### src/sbfe_pkg.sv
// Shared types, codes and constants for the servo bus frame engine.
`timescale 1ns / 1ps
`default_nettype none
package sbfe_pkg;

  // Frame marker bytes
  localparam logic [7:0] BYTE_MARK  = 8'hAA;
  localparam logic [7:0] BYTE_HDR   = 8'h55;
  localparam logic [7:0] BYTE_TAIL  = 8'h81;
  localparam logic [7:0] BYTE_STUFF = 8'h00;

  // Length bytes: request frames and expected replies
  localparam logic [7:0] REQ_LEN_READ  = 8'd8;
  localparam logic [7:0] REQ_LEN_WRITE = 8'd10;
  localparam logic [4:0] RSP_LEN_READ  = 5'd10;
  localparam logic [4:0] RSP_LEN_WRITE = 5'd9;

  // Reply capture store
  localparam int REPLY_DEPTH = 16;
  localparam int REPLY_IDX_W = $clog2(REPLY_DEPTH);
  localparam int REPLY_CNT_W = 5;
  localparam logic [REPLY_CNT_W-1:0] REPLY_CNT_MAX = '1;

  // Transmit body: up to ten bytes including checksum
  localparam int BODY_LEN = 10;
  localparam logic [3:0] BODY_LAST_READ  = 4'd7;
  localparam logic [3:0] BODY_LAST_WRITE = 4'd9;

  // Request types on in_tuser
  localparam logic [1:0] REQ_READ  = 2'd0;
  localparam logic [1:0] REQ_WRITE = 2'd1;
  localparam logic [1:0] REQ_BYTE  = 2'd2;

  // Result kinds on out_tuser
  localparam logic KIND_TX      = 1'b0;
  localparam logic KIND_OUTCOME = 1'b1;

  // Outcome status codes
  localparam logic [2:0] ST_OK       = 3'd0;
  localparam logic [2:0] ST_REFUSED  = 3'd1;
  localparam logic [2:0] ST_BAD_SUM  = 3'd2;
  localparam logic [2:0] ST_MISMATCH = 3'd3;
  localparam logic [2:0] ST_ADDR     = 3'd4;

  // Configuration register indexes
  localparam logic [2:0] CFG_MASTER    = 3'd0;
  localparam logic [2:0] CFG_BROADCAST = 3'd1;
  localparam logic [2:0] CFG_READ_OP   = 3'd2;
  localparam logic [2:0] CFG_WRITE_OP  = 3'd3;
  localparam logic [2:0] CFG_ANSWER_OP = 3'd4;
  localparam logic [2:0] CFG_OK_CODE   = 3'd5;

  typedef struct packed {
    logic [15:0] master_address;
    logic [15:0] broadcast_address;
    logic [7:0]  read_opcode;
    logic [7:0]  write_opcode;
    logic [7:0]  answer_opcode;
    logic [7:0]  ok_code;
  } cfg_t;

  // Work handed from the request/receive side to the transmit side
  typedef struct packed {
    logic        load_outcome;
    logic        load_frame;
    logic [2:0]  status;
    logic [15:0] value;
    logic [15:0] device;
    logic [7:0]  register_address;
    logic [15:0] write_value;
    logic        is_write;
  } pkt_t;

endpackage
`default_nettype wire

### src/sbfe_cfg.sv
// Configuration register bank of the servo bus frame engine.
`timescale 1ns / 1ps
`default_nettype none
module sbfe_cfg
  import sbfe_pkg::*;
(
  input  wire logic        clk,
  input  wire logic        rst_n,
  input  wire logic        cfg_we,
  input  wire logic [2:0]  cfg_addr,
  input  wire logic [15:0] cfg_wdata,
  output cfg_t             cfg
);

  cfg_t cfg_r;

  always_ff @(posedge clk) begin
    if (!rst_n) begin
      cfg_r.master_address    <= 16'd1;
      cfg_r.broadcast_address <= 16'hFFFF;
      cfg_r.read_opcode       <= 8'd1;
      cfg_r.write_opcode      <= 8'd2;
      cfg_r.answer_opcode     <= 8'd3;
      cfg_r.ok_code           <= 8'd0;
    end else if (cfg_we) begin
      unique case (cfg_addr)
        CFG_MASTER:    cfg_r.master_address    <= cfg_wdata;
        CFG_BROADCAST: cfg_r.broadcast_address <= cfg_wdata;
        CFG_READ_OP:   cfg_r.read_opcode       <= cfg_wdata[7:0];
        CFG_WRITE_OP:  cfg_r.write_opcode      <= cfg_wdata[7:0];
        CFG_ANSWER_OP: cfg_r.answer_opcode     <= cfg_wdata[7:0];
        CFG_OK_CODE:   cfg_r.ok_code           <= cfg_wdata[7:0];
        default: ;
      endcase
    end
  end

  assign cfg = cfg_r;

endmodule
`default_nettype wire

### src/sbfe_rx.sv
// Request check, reply deframing/destuffing and reply judgment.
`timescale 1ns / 1ps
`default_nettype none
module sbfe_rx
  import sbfe_pkg::*;
(
  input  wire logic        clk,
  input  wire logic        rst_n,
  input  cfg_t             cfg,
  input  wire logic        accept,
  input  wire logic [1:0]  req_type,
  input  wire logic [15:0] device_address,
  input  wire logic [7:0]  register_address,
  input  wire logic [15:0] write_value,
  input  wire logic [7:0]  received_byte,
  output pkt_t             pkt
);

  localparam logic [1:0] PH_IDLE = 2'd0;
  localparam logic [1:0] PH_HUNT = 2'd1;
  localparam logic [1:0] PH_SYNC = 2'd2;
  localparam logic [1:0] PH_BODY = 2'd3;

  logic [1:0]             phase_r, phase_nxt;
  logic                   esc_r, esc_nxt;
  logic [REPLY_CNT_W-1:0] cnt_r, cnt_nxt;
  logic [15:0]            pend_dev_r, pend_dev_nxt;
  logic [7:0]             pend_reg_r, pend_reg_nxt;
  logic                   pend_wr_r, pend_wr_nxt;
  logic [7:0]             reply_r [REPLY_DEPTH];

  logic       store_en;
  logic [7:0] store_byte;
  logic       addr_ok;
  logic       is_write;

  // Reply judgment
  logic [4:0]  need;
  logic        fields_ok;
  logic [7:0]  sum_rd, sum_wr, sum_calc, sum_rx;
  logic [2:0]  judge_status;
  logic [15:0] judge_value;

  always_comb begin
    need      = pend_wr_r ? RSP_LEN_WRITE : RSP_LEN_READ;
    fields_ok = ({reply_r[0], reply_r[1]} == pend_dev_r) &&
                ({reply_r[2], reply_r[3]} == cfg.master_address) &&
                (reply_r[4] == {3'b000, need}) &&
                (reply_r[5] == cfg.answer_opcode) &&
                (reply_r[6] == pend_reg_r);
    sum_wr   = reply_r[0] ^ reply_r[1] ^ reply_r[2] ^ reply_r[3] ^
               reply_r[4] ^ reply_r[5] ^ reply_r[6] ^ reply_r[7];
    sum_rd   = sum_wr ^ reply_r[8];
    sum_calc = pend_wr_r ? sum_wr : sum_rd;
    sum_rx   = pend_wr_r ? reply_r[8] : reply_r[9];
    judge_value = '0;
    if (cnt_r < need || !fields_ok) begin
      judge_status = ST_MISMATCH;
    end else if (sum_calc != sum_rx) begin
      judge_status = ST_BAD_SUM;
    end else if (pend_wr_r) begin
      judge_status = (reply_r[7] == cfg.ok_code) ? ST_OK : ST_REFUSED;
    end else begin
      judge_status = ST_OK;
      judge_value  = {reply_r[7], reply_r[8]};
    end
  end

  assign is_write = (req_type == REQ_WRITE);
  assign addr_ok  = (device_address > cfg.master_address) &&
                    (is_write ? (device_address <= cfg.broadcast_address)
                              : (device_address <  cfg.broadcast_address));

  always_comb begin
    phase_nxt    = phase_r;
    esc_nxt      = esc_r;
    cnt_nxt      = cnt_r;
    pend_dev_nxt = pend_dev_r;
    pend_reg_nxt = pend_reg_r;
    pend_wr_nxt  = pend_wr_r;
    store_en     = 1'b0;
    store_byte   = received_byte;
    pkt          = '0;
    pkt.device           = device_address;
    pkt.register_address = register_address;
    pkt.write_value      = write_value;
    pkt.is_write         = is_write;

    if (accept) begin
      if (req_type == REQ_READ || req_type == REQ_WRITE) begin
        if (!addr_ok) begin
          pkt.load_outcome = 1'b1;
          pkt.status       = ST_ADDR;
        end else begin
          pkt.load_frame = 1'b1;
          esc_nxt        = 1'b0;
          cnt_nxt        = '0;
          if (is_write && device_address == cfg.broadcast_address) begin
            phase_nxt = PH_IDLE;
          end else begin
            phase_nxt    = PH_HUNT;
            pend_dev_nxt = device_address;
            pend_reg_nxt = register_address;
            pend_wr_nxt  = is_write;
          end
        end
      end else if (req_type == REQ_BYTE) begin
        unique case (phase_r)
          PH_HUNT: begin
            if (received_byte == BYTE_MARK) phase_nxt = PH_SYNC;
          end
          PH_SYNC: begin
            if (received_byte == BYTE_HDR) begin
              phase_nxt = PH_BODY;
              cnt_nxt   = '0;
              esc_nxt   = 1'b0;
            end else if (received_byte != BYTE_MARK) begin
              phase_nxt = PH_HUNT;
            end
          end
          PH_BODY: begin
            if (esc_r) begin
              esc_nxt = 1'b0;
              if (received_byte == BYTE_STUFF) begin
                store_en   = 1'b1;
                store_byte = BYTE_MARK;
              end else begin
                phase_nxt        = PH_IDLE;
                pkt.load_outcome = 1'b1;
                if (received_byte == BYTE_TAIL) begin
                  pkt.status = judge_status;
                  pkt.value  = judge_value;
                end else begin
                  pkt.status = ST_MISMATCH;
                end
              end
            end else if (received_byte == BYTE_MARK) begin
              esc_nxt = 1'b1;
            end else begin
              store_en = 1'b1;
            end
          end
          default: phase_nxt = PH_IDLE;
        endcase
        if (store_en && cnt_r != REPLY_CNT_MAX) cnt_nxt = cnt_r + 1'b1;
      end
    end
  end

  always_ff @(posedge clk) begin
    if (!rst_n) begin
      phase_r    <= PH_IDLE;
      esc_r      <= 1'b0;
      cnt_r      <= '0;
      pend_dev_r <= '0;
      pend_reg_r <= '0;
      pend_wr_r  <= 1'b0;
    end else begin
      phase_r    <= phase_nxt;
      esc_r      <= esc_nxt;
      cnt_r      <= cnt_nxt;
      pend_dev_r <= pend_dev_nxt;
      pend_reg_r <= pend_reg_nxt;
      pend_wr_r  <= pend_wr_nxt;
    end
  end

  // Bytes past the store depth are dropped; the count keeps going until it saturates
  always_ff @(posedge clk) begin
    if (store_en && ({1'b0, cnt_r} < (REPLY_CNT_W + 1)'(REPLY_DEPTH))) begin
      reply_r[cnt_r[REPLY_IDX_W-1:0]] <= store_byte;
    end
  end

endmodule
`default_nettype wire

### src/sbfe_tx.sv
// Frame byte generator with stuffing, and the result output register.
`timescale 1ns / 1ps
`default_nettype none
module sbfe_tx
  import sbfe_pkg::*;
(
  input  wire logic        clk,
  input  wire logic        rst_n,
  input  cfg_t             cfg,
  input  pkt_t             pkt,
  output logic             take_ok,
  output logic             out_valid,
  input  wire logic        out_ready,
  output logic             out_kind,
  output logic [7:0]       transmit_byte,
  output logic             frame_end,
  output logic [2:0]       outcome_status,
  output logic [15:0]      reply_value
);

  localparam logic [1:0] GEN_HDR  = 2'd0;
  localparam logic [1:0] GEN_BODY = 2'd1;
  localparam logic [1:0] GEN_MARK = 2'd2;
  localparam logic [1:0] GEN_TAIL = 2'd3;

  logic        out_valid_r, out_valid_nxt;
  logic        kind_r, kind_nxt;
  logic [7:0]  byte_r, byte_nxt;
  logic        end_r, end_nxt;
  logic [2:0]  status_r, status_nxt;
  logic [15:0] value_r, value_nxt;

  logic        busy_r, busy_nxt;
  logic [1:0]  gen_r, gen_nxt;
  logic [3:0]  idx_r, idx_nxt;
  logic [3:0]  last_r, last_nxt;
  logic        stuff_r, stuff_nxt;
  logic [7:0]  body_r [BODY_LEN];
  logic [7:0]  body_new [BODY_LEN];
  logic [7:0]  sum;
  logic        slot_free;
  logic [7:0]  cur;

  assign slot_free = !out_valid_r || out_ready;
  assign take_ok   = !busy_r && slot_free;
  assign cur       = body_r[idx_r];

  always_comb begin
    body_new[0] = cfg.master_address[15:8];
    body_new[1] = cfg.master_address[7:0];
    body_new[2] = pkt.device[15:8];
    body_new[3] = pkt.device[7:0];
    body_new[4] = pkt.is_write ? REQ_LEN_WRITE : REQ_LEN_READ;
    body_new[5] = pkt.is_write ? cfg.write_opcode : cfg.read_opcode;
    body_new[6] = pkt.register_address;
    sum = body_new[0] ^ body_new[1] ^ body_new[2] ^ body_new[3] ^
          body_new[4] ^ body_new[5] ^ body_new[6];
    if (pkt.is_write) begin
      body_new[7] = pkt.write_value[15:8];
      body_new[8] = pkt.write_value[7:0];
      body_new[9] = sum ^ pkt.write_value[15:8] ^ pkt.write_value[7:0];
    end else begin
      body_new[7] = sum;
      body_new[8] = '0;
      body_new[9] = '0;
    end
  end

  always_comb begin
    out_valid_nxt = out_valid_r;
    kind_nxt      = kind_r;
    byte_nxt      = byte_r;
    end_nxt       = end_r;
    status_nxt    = status_r;
    value_nxt     = value_r;
    busy_nxt      = busy_r;
    gen_nxt       = gen_r;
    idx_nxt       = idx_r;
    last_nxt      = last_r;
    stuff_nxt     = stuff_r;

    priority if (pkt.load_outcome) begin
      out_valid_nxt = 1'b1;
      kind_nxt      = KIND_OUTCOME;
      byte_nxt      = '0;
      end_nxt       = 1'b0;
      status_nxt    = pkt.status;
      value_nxt     = pkt.value;
    end else if (pkt.load_frame) begin
      out_valid_nxt = 1'b1;
      kind_nxt      = KIND_TX;
      byte_nxt      = BYTE_MARK;
      end_nxt       = 1'b0;
      status_nxt    = ST_OK;
      value_nxt     = '0;
      busy_nxt      = 1'b1;
      gen_nxt       = GEN_HDR;
      idx_nxt       = '0;
      stuff_nxt     = 1'b0;
      last_nxt      = pkt.is_write ? BODY_LAST_WRITE : BODY_LAST_READ;
    end else if (busy_r && slot_free) begin
      out_valid_nxt = 1'b1;
      kind_nxt      = KIND_TX;
      end_nxt       = 1'b0;
      status_nxt    = ST_OK;
      value_nxt     = '0;
      unique case (gen_r)
        GEN_HDR: begin
          byte_nxt = BYTE_HDR;
          gen_nxt  = GEN_BODY;
        end
        GEN_BODY: begin
          if (stuff_r || cur != BYTE_MARK) begin
            byte_nxt  = stuff_r ? BYTE_STUFF : cur;
            stuff_nxt = 1'b0;
            if (idx_r == last_r) gen_nxt = GEN_MARK;
            else idx_nxt = idx_r + 1'b1;
          end else begin
            // marker byte inside the body: send it, stuff a zero next
            byte_nxt  = cur;
            stuff_nxt = 1'b1;
          end
        end
        GEN_MARK: begin
          byte_nxt = BYTE_MARK;
          gen_nxt  = GEN_TAIL;
        end
        GEN_TAIL: begin
          byte_nxt = BYTE_TAIL;
          end_nxt  = 1'b1;
          busy_nxt = 1'b0;
        end
        default: busy_nxt = 1'b0;
      endcase
    end else if (out_ready) begin
      out_valid_nxt = 1'b0;
    end
  end

  always_ff @(posedge clk) begin
    if (!rst_n) begin
      out_valid_r <= 1'b0;
      busy_r      <= 1'b0;
      gen_r       <= GEN_HDR;
      idx_r       <= '0;
      stuff_r     <= 1'b0;
    end else begin
      out_valid_r <= out_valid_nxt;
      busy_r      <= busy_nxt;
      gen_r       <= gen_nxt;
      idx_r       <= idx_nxt;
      stuff_r     <= stuff_nxt;
    end
  end

  always_ff @(posedge clk) begin
    kind_r   <= kind_nxt;
    byte_r   <= byte_nxt;
    end_r    <= end_nxt;
    status_r <= status_nxt;
    value_r  <= value_nxt;
    last_r   <= last_nxt;
    if (pkt.load_frame) begin
      for (int i = 0; i < BODY_LEN; i++) begin
        body_r[i] <= body_new[i];
      end
    end
  end

  assign out_valid      = out_valid_r;
  assign out_kind       = kind_r;
  assign transmit_byte  = byte_r;
  assign frame_end      = end_r;
  assign outcome_status = status_r;
  assign reply_value    = value_r;

endmodule
`default_nettype wire

### src/servo_bus_frame_engine_unit.sv
// Top level of the servo bus frame engine: request framing and reply checking.
//
//  channel  dir  handshake            payload
//  in_      in   in_tvalid/in_tready   tuser req_type, tdata request/byte fields
//  out_     out  out_tvalid/out_tready tuser kind, tlast frame end, tdata fields
//  cfg_     in   cfg_we               cfg_addr index, cfg_wdata value
//
// A received byte or a rejected request does not occupy the byte generator;
// a result sits in the output register and the next transaction is taken in
// the same cycle it leaves. A sent frame (12 to 22 bytes) occupies the byte
// generator, which waits while the output is stalled, and no input is taken
// until its last byte is in the output register.
// Reset (rst_n low, synchronous) clears the receiver, generator and output valid.
`timescale 1ns / 1ps
`default_nettype none
module servo_bus_frame_engine_unit
  import sbfe_pkg::*;
(
  input  wire logic        clk,
  input  wire logic        rst_n,
  input  wire logic        in_tvalid,
  output logic             in_tready,
  input  wire logic [1:0]  in_tuser,   // req_type
  // device_address[15:0], register_address[23:16], write_value[39:24],
  // received_byte[47:40]
  input  wire logic [47:0] in_tdata,
  output logic             out_tvalid,
  input  wire logic        out_tready,
  output logic             out_tuser,  // out_kind
  output logic             out_tlast,  // frame_end
  // transmit_byte[7:0], outcome_status[10:8], reply_value[26:11], zero pad
  output logic [31:0]      out_tdata,
  input  wire logic        cfg_we,
  input  wire logic [2:0]  cfg_addr,
  input  wire logic [15:0] cfg_wdata
);

  cfg_t        cfg;
  pkt_t        pkt;
  logic        take_ok;
  logic        in_fire;
  logic [7:0]  transmit_byte;
  logic [2:0]  outcome_status;
  logic [15:0] reply_value;

  assign in_tready = take_ok;
  assign in_fire   = in_tvalid && take_ok;

  sbfe_cfg u_cfg (
    .clk       (clk),
    .rst_n     (rst_n),
    .cfg_we    (cfg_we),
    .cfg_addr  (cfg_addr),
    .cfg_wdata (cfg_wdata),
    .cfg       (cfg)
  );

  sbfe_rx u_rx (
    .clk              (clk),
    .rst_n            (rst_n),
    .cfg              (cfg),
    .accept           (in_fire),
    .req_type         (in_tuser),
    .device_address   (in_tdata[15:0]),
    .register_address (in_tdata[23:16]),
    .write_value      (in_tdata[39:24]),
    .received_byte    (in_tdata[47:40]),
    .pkt              (pkt)
  );

  sbfe_tx u_tx (
    .clk            (clk),
    .rst_n          (rst_n),
    .cfg            (cfg),
    .pkt            (pkt),
    .take_ok        (take_ok),
    .out_valid      (out_tvalid),
    .out_ready      (out_tready),
    .out_kind       (out_tuser),
    .transmit_byte  (transmit_byte),
    .frame_end      (out_tlast),
    .outcome_status (outcome_status),
    .reply_value    (reply_value)
  );

  assign out_tdata = {5'b00000, reply_value, outcome_status, transmit_byte};

endmodule
`default_nettype wire
### config.mk
export PLATFORM = sky130hd
export DESIGN_NAME = servo_bus_frame_engine_unit
export DESIGN_NICKNAME = d
export VERILOG_FILES = /design/src/sbfe_pkg.sv /design/src/sbfe_cfg.sv /design/src/sbfe_rx.sv /design/src/sbfe_tx.sv /design/src/servo_bus_frame_engine_unit.sv
export SDC_FILE = /design/constraint.sdc
export NUM_CORES = 1
export LEC_CHECK = 0
export BUFFER_PORTS_ARGS = -buffer_cell sky130_fd_sc_hd__buf_4
export CORE_AREA = 2 2 205 207
export DETAILED_ROUTE_END_ITERATION = 12
export DIE_AREA = 0 0 207 209
export GPL_ROUTABILITY_DRIVEN = 0
export SLEW_MARGIN = 20
export SYNTH_ARGS = -nofsm -noshare
export SYNTH_HDL_FRONTEND = slang
export SYNTH_SLANG_ARGS = --single-unit
### constraint.sdc
create_clock -name clk -period 4.8 [get_ports clk]
set_input_delay 0.96 -clock clk [delete_from_list [all_inputs] [get_ports clk]]
set_output_delay 0.96 -clock clk [all_outputs]
set_load 0.03 [all_outputs]
# Word-level counts from Yosys, hierarchy flattened
# Memories as Yosys holds them, arrays and structs flattened. A register that Yosys moved wholly into a read port is not among the register bits.
# Index checks and enable logic that the tools add are counted.
[op_classes]
n_lt_le_gt_ge = 5
bitwise_logic = 18
eq_ne = 37
reduce_logical = 49
muxes = 113
add_sub_neg = 2
[op_table]
columns = ["operator", "count"]
rows = [
  ["$mux W16", 8],
  ["$xor A8 B8 Y8", 16],
  ["$mux W8", 13],
  ["$mux W19", 4],
  ["$eq A16 B16 Y1", 3],
  ["$mux W1", 45],
  ["$mux W4", 8],
  ["$pmux W8 S4", 1],
  ["$mux W5", 6],
  ["$mux W2", 14],
  ["$mux W3", 9],
  ["$eq A8 B8 Y1", 3],
  ["$mux W24", 1],
  ["$mux W21", 1],
  ["$reduce_and A5 Y1", 4],
  ["$eq A8 B8 Y1 const B", 2],
  ["$gt A16 B16 Y1", 1],
  ["$le A16 B16 Y1", 1],
  ["$lt A16 B16 Y1", 1],
  ["$ne A8 B8 Y1 const B", 2],
  ["$reduce_and A2 Y1", 7],
  ["$pmux W2 S3", 2],
  ["$reduce_bool A3 Y1", 4],
  ["$logic_and A1 B1 Y1", 11],
  ["32 further kinds", 57],
]
[word_totals]
inputBits = 74
register_bits = 139
out_inout_bits = 36
word_cells = 250
mem_bits_rw = 208
n_memories = 2
[mem_list]
columns = ["memory", "depth", "width", "rd", "rd_ports_with_merged_regs", "write_ports", "line_no", "text"]
rows = [
  ["u_rx.reply_r", 16, 8, 10, 0, 1, "sbfe_rx.sv:30", "logic [7:0] reply_r [REPLY_DEPTH];"],
  ["u_tx.body_r", 10, 8, 1, 1, 10, "sbfe_tx.sv:38", "logic [7:0] body_r [BODY_LEN];"],
]

# Logic depth before layout (Yosys ltp)
# An unclocked memory read counts as a cell.
[depth]
depth_word = 24
ltp_mapped = 12
ltp_nobuf = 10

# Modules after synthesis
# A second synthesis with hierarchy kept.
[unflattened]
hier_cells = 1328
area_unflattened_um2 = 15001.9
[by_module_without_submodules]
columns = ["module", "instances", "area_each_um2", "cells_per_inst", "seq_area_each_um2"]
rows = [
  ["sbfe_rx", 1, 6816.5, 652, 3062.9],
  ["sbfe_tx", 1, 5571.6, 420, 3283.1],
  ["sbfe_cfg", 1, 2566.2, 249, 1281.2],
  ["servo_bus_frame_engine_unit", 1, 47.5, 7, 0.0],
]

# Worst setup path after synthesis
# OpenSTA, ideal clock, no wires.
[synth_timing]
path_kind = "input port to flip-flop"
start = "input in_tdata[14]"
end = "memory u_tx.body_r[0][0], enable pin"
stages = 8
arrival_ps = 3462
required_ps = 4399
slack_ps = 936
path_cell_list = "ha_1 nand4_1 a2111o_1 a311oi_1 a21bo_2 buf_2 inv_2 buf_2"
[synth_rtl]
columns = ["item", "line_no", "text"]
rows = [
  ["start, declared", "servo_bus_frame_engine_unit.sv:26", "input wire logic [47:0] in_tdata,"],
  ["end, declared", "sbfe_tx.sv:38", ""],
]

# Worst setup path in the final report
[layout_timing]
start = "input in_tdata[42]"
end = "memory u_rx.reply_r[7][3], enable pin"
[layout_via]
elab_chain_len = 13
word_cells_on_any_way = 15
classes_between = "eq/ne (1); mux (12); reduce/logical (2)"
[layout_rtl]
columns = ["item", "line_no", "text"]
rows = [
  ["$eq A8 B8 Y1 or $logic_not A8 Y1 (tied branches)", "sbfe_rx.sv:137, sbfe_rx.sv:124", ""],
  ["$mux W1, on equally long branches", "sbfe_rx.sv:137, sbfe_rx.sv:124", ""],
  ["$mux W1 (*)", "sbfe_rx.sv:122", "if (esc_r) begin"],
  ["$mux W1 (*)", "sbfe_rx.sv:108", "unique case (phase_r)"],
  ["$mux W1 (*)", "sbfe_rx.sv:107", "end else if (req_type == REQ_BYTE) begin"],
  ["$mux W1 (*)", "sbfe_rx.sv:90", "if (req_type == REQ_READ || req_type == REQ_WRITE) begin"],
  ["$mux W1 (*)", "sbfe_rx.sv:89", "if (accept) begin"],
  ["$mux W1 (*)", "sbfe_rx.sv:107", ""],
  ["$mux W1 (*)", "sbfe_rx.sv:90", ""],
  ["$mux W1 (*)", "sbfe_rx.sv:89", ""],
  ["$logic_and A1 B1 Y1 (*)", "sbfe_rx.sv:170", "if (store_en && ({1'b0, cnt_r} < (REPLY_CNT_W + 1)'(REPLY_DEPTH))) begin"],
  ["$mux W1 (*)", "sbfe_rx.sv:170", ""],
  ["$mux W1 (implied by the code) (*)", "sbfe_rx.sv:171", "reply_r[cnt_r[REPLY_IDX_W-1:0]] <= store_byte;"],
  ["end, declared", "sbfe_rx.sv:30", ""],
]
# Every way passes the cells marked *; elsewhere a longest branch is shown, timed or not. The select of a mux whose other input is x is not followed.

==> results list <==
- Run status: finished clean
* Layer with the highest usage after global routing: met2
- After floorplanning, the core was divided into 75 placement rows.
* Minimum period implied by the final worst setup slack: 3.36 ns
* Sort of element at the end of the critical path: register
- In the routed layout, each cell is associated on average with a via count of 5.12.
- Yosys top cell area share: 36.7%
- The final number of hold-violating endpoints came to 0.
* Worst path max stage delay: 0.59 ns
* Final standard cell utilization of the core: 40.1%
- Maximum number of pins on one net before global-route repair: 73
- The core region is 41300 um2.
- The initial antenna violation count is 2.
- Mean instance size in the synthesized netlist: 10.9 um2
- In the final routed layout, each cell accounts on average for 20.3 um.
* Share of total power consumed by net switching: 24.6%
* Half-perimeter wire length after detailed placement: 30200 um
- The routed layout has 10100 vias.
* Unrepaired setup endpoints after global routing: no
- The synthesized netlist contains 75 unique library cells.
- The cell count after synthesis came out at 1304.
* LEAKAGE: 5.95 nW
- Clock Power Share: 40.4%
- Total of warnings raised by yosys: 0
* Worst VDD drop: 244 uV
- Pins over their slew limit: 0
* Worst clock skew on the final layout: 0.0144 ns
- Global-route met1 utilization: 23.8%
- Power share of the sequential group: 48.8%
- Number of buffers created by CTS: 31
* Filler cells: 3975
- At the pin with the least slew margin, the transition time is 1.10 ns.
* Number of flops mapped to enable cells by yosys: 174
* Total overflow reported by the global router: 0
- The worst register-to-register path ends at u_tx.reply_value[8].
- Vertical die dimension: 209 um
- CTS tree: done
- Slowest stage cell, crit path: sky130_fd_sc_hd__nor3b_1
* Switching Power: 1.43 mW
* Area leader, netlist: sky130_fd_sc_hd__edfxtp_1
* Die Width: 207 um
- Based on the critical path, the design can be clocked at up to 0.298 GHz.
- In this run the register-to-register setup slack is 1.60 ns.
* Critical Path Start Type: primary input
- Measured in cells, the most critical reg-to-reg path has a length of 6.
* Routed wire length: 40100 um
- The critical path is of the in -> reg type.
- Yosys reg bits: 294
- Cell-by-cell listing of the critical path: buf_4 -> or3_4 -> o41ai_2 -> o211ai_2 -> or3_1 -> nor3b_1 -> and2_1
- Worst slew margin relative to its limit: 26.7%
- Iteration-0 DRC Markers: 714
* Cell with the most instances after synthesis: sky130_fd_sc_hd__nand2_1
- Power per Cell Area: 349 nW/um2
- Sequential area share after synthesis: 53.6%
- Total of cells resized after clock tree synthesis: 0
- From synthesis to final layout, the design area changed by 16.4%.
* Max_cap viols: 0
- Die footprint: 43300 um2
- Setup slack closes at 1.44 ns.
- Critical path endpoint: u_rx.reply_r[7][3]
- Worst hold-check slack: 0.455 ns
- At the later pin of the worst-skew pair, clock insertion delay measures 0.57 ns.
- Largest fanout on the critical path: 12
- First-pass GRT wire length: 61000 um
- Startpoint of the most critical setup path: in_tdata[42]
- Post-CTS setup-driven buffer insertion count: 0
* Level count of the clock H-tree: 1
* Number of sinks on the clock net: 294
- For the worst setup path, the data required time is 5.02 ns.
- Synth top area cells: sky130_fd_sc_hd__edfxtp_1, sky130_fd_sc_hd__dfxtp_1, sky130_fd_sc_hd__xnor2_1, sky130_fd_sc_hd__nand2_1, sky130_fd_sc_hd__ha_1
- For this design, the CTS-stage hold fixing added 0 buffers.
* Share of cells above drive strength 1: 14.2%
* Most used flip-flop cell after synthesis: sky130_fd_sc_hd__edfxtp_1
- Input and output buffers added on the ports amount to 104.
- The cell sitting at the root of the clock tree is a sky130_fd_sc_hd__clkbuf_16.
* Setup Viol. Count Final: 0
- Multi-input logic area: 6170 um2
* Type of the worst min-delay path: reg -> reg
- Final period utilization: 69.9%
- After routing, the total negative slack on setup checks comes to 0 ns.
* Buffers from clock root to sink, at most: 3
- Worst-path clk slew: 0.06 ns
* Reg area: 7630 um2
* Hold path startpoint: u_cfg.cfg[21]
* # nets final: 1530
- 110 I/O pins were placed.
- In this run the remaining antenna-violating nets after routing total 0.
- Cell area after synthesis: 14200 um2
- The initial utilization of the core area, before any placement, comes to 34.5%.
* Worst setup slack after placement: 0.916 ns
- DRC violation count after routing: 0
* Routing usage on met3: 3.22%
* Synth top cells by count: sky130_fd_sc_hd__nand2_1, sky130_fd_sc_hd__edfxtp_1, sky130_fd_sc_hd__xnor2_1, sky130_fd_sc_hd__dfxtp_1, sky130_fd_sc_hd__a21oi_1
- Internal power: 4.37 mW
- Number of global-route vias before repair: 10100
* Fraction of registers with async set or reset after synthesis: 0%
* Met2 routing resource usage after global routing: 31.0%
* Worst R2R Start: u_rx.pend_wr_r
- The first detailed-routing pass took 5 iterations.
- Arrival time at the worst endpoint: 3.58 ns
- The share of total power dissipated in combinational logic is 10.8%.
- Global routing used 18.4% of the available tracks.
## how the worst min path moves through the flow
stage,depth (start not counted),end,slack [ns]
6_report,2,u_cfg.cfg[21],0.45
3_5_place_dp,2,u_cfg.cfg[31],0.45
3_3_place_gp,2,u_cfg.cfg[21],0.44
2_1_floorplan,2,u_cfg.cfg[16],0.44
4_1_cts,2,u_cfg.cfg[31],0.46
5_1_grt,2,u_cfg.cfg[31],0.47
## critical path: cells and delay by family
| kind | cells | cell delay [ns] |
|---|---|---|
| compound gates | 2 | 0.55 |
| buf+inv | 1 | 0.16 |
| simple gates | 4 | 1.90 |
## kinds of logic after synthesis
family / after synthesis / synth area share, %
AOI/OAI and AO/OA: 224 / 9.62
xor gates and xnor gates: 179 / 11.6
adders and majority gates: 47 / 4.13
buffers and inverters: 103 / 3.26
DFF: 294 / 53.6
muxes: 43 / 3.66
other: 1 / 0.0263
and+or+nand+nor: 413 / 14.2
## registers in the layout (all words and copies together), names as in the netlist, 2 cells and up, named ones only
register	flops
u_rx.reply_r	80
u_tx.transmit_byte	8
u_rx.cnt_r	5
u_tx.idx_r	4
u_tx.gen_r	2
u_rx.pend_reg_r	8
u_rx.pend_dev_r	16
u_tx.body_r	73
u_tx.reply_value	16
u_cfg.cfg	64
u_rx.phase_r	2
u_tx.last_r	2
u_tx.outcome_status	3
## routing by layer
layer | part of all wire, % | routed length [um]
met5 | 0 | 0
met4 | 3.2 | 1280
met3 | 5.8 | 2320
met2 | 48 | 19200
met1 | 43 | 17300
## power by group through the flow
stage	sequential, mW	combinational (mW)	clock, mW
after floorplan	2.93	0.316	0
after global placement	2.88	0.617	0
after detailed placement	2.88	0.627	0
after CTS	2.83	0.629	2.37
after global routing	2.83	0.680	2.48
final	2.83	0.624	2.34
## cell usage in the layout, fill, tap and decap left out, drive strengths merged, types with 22 or more instances in the layout
| cell | Yosys | routed |
|---|---|---|
| edfxtp | 174 | 174 |
| ha | 47 | 47 |
| o211ai | 22 | 22 |
| xor2 | 38 | 38 |
| o21ai | 51 | 51 |
| dfxtp | 120 | 120 |
| mux2i | 28 | 28 |
| inv | 47 | 48 |
| nand3 | 47 | 47 |
| a21oi | 102 | 102 |
| xnor2 | 135 | 135 |
| nand2 | 176 | 176 |
| nor2 | 44 | 44 |
| and2 | 37 | 37 |
| buf | 21 | 123 |
| clkbuf | 34 | 39 |
## metrics by stage
stage          std cells  total power, mW  area [um2]
2_1_floorplan       1308             3.25       14300
3_3_place_gp        1915             3.50       15600
3_5_place_dp        1915             3.51       15600
4_1_cts             1972             5.83       16600
5_1_grt             1972             5.99       16600
6_report            1973             5.79       16600
## area by class of cell
cell class	count	share of cell area, %
repair buffers	123	5.65
clock inverters	18	0.853
clock buffers	39	5.10
inverters	48	1.09
multi-input cells	911	37.2
flip-flops and latches	294	46.0
diodes	1	0.0151
well taps	539	4.07
Note: power is estimated with default switching activity, not from simulation.
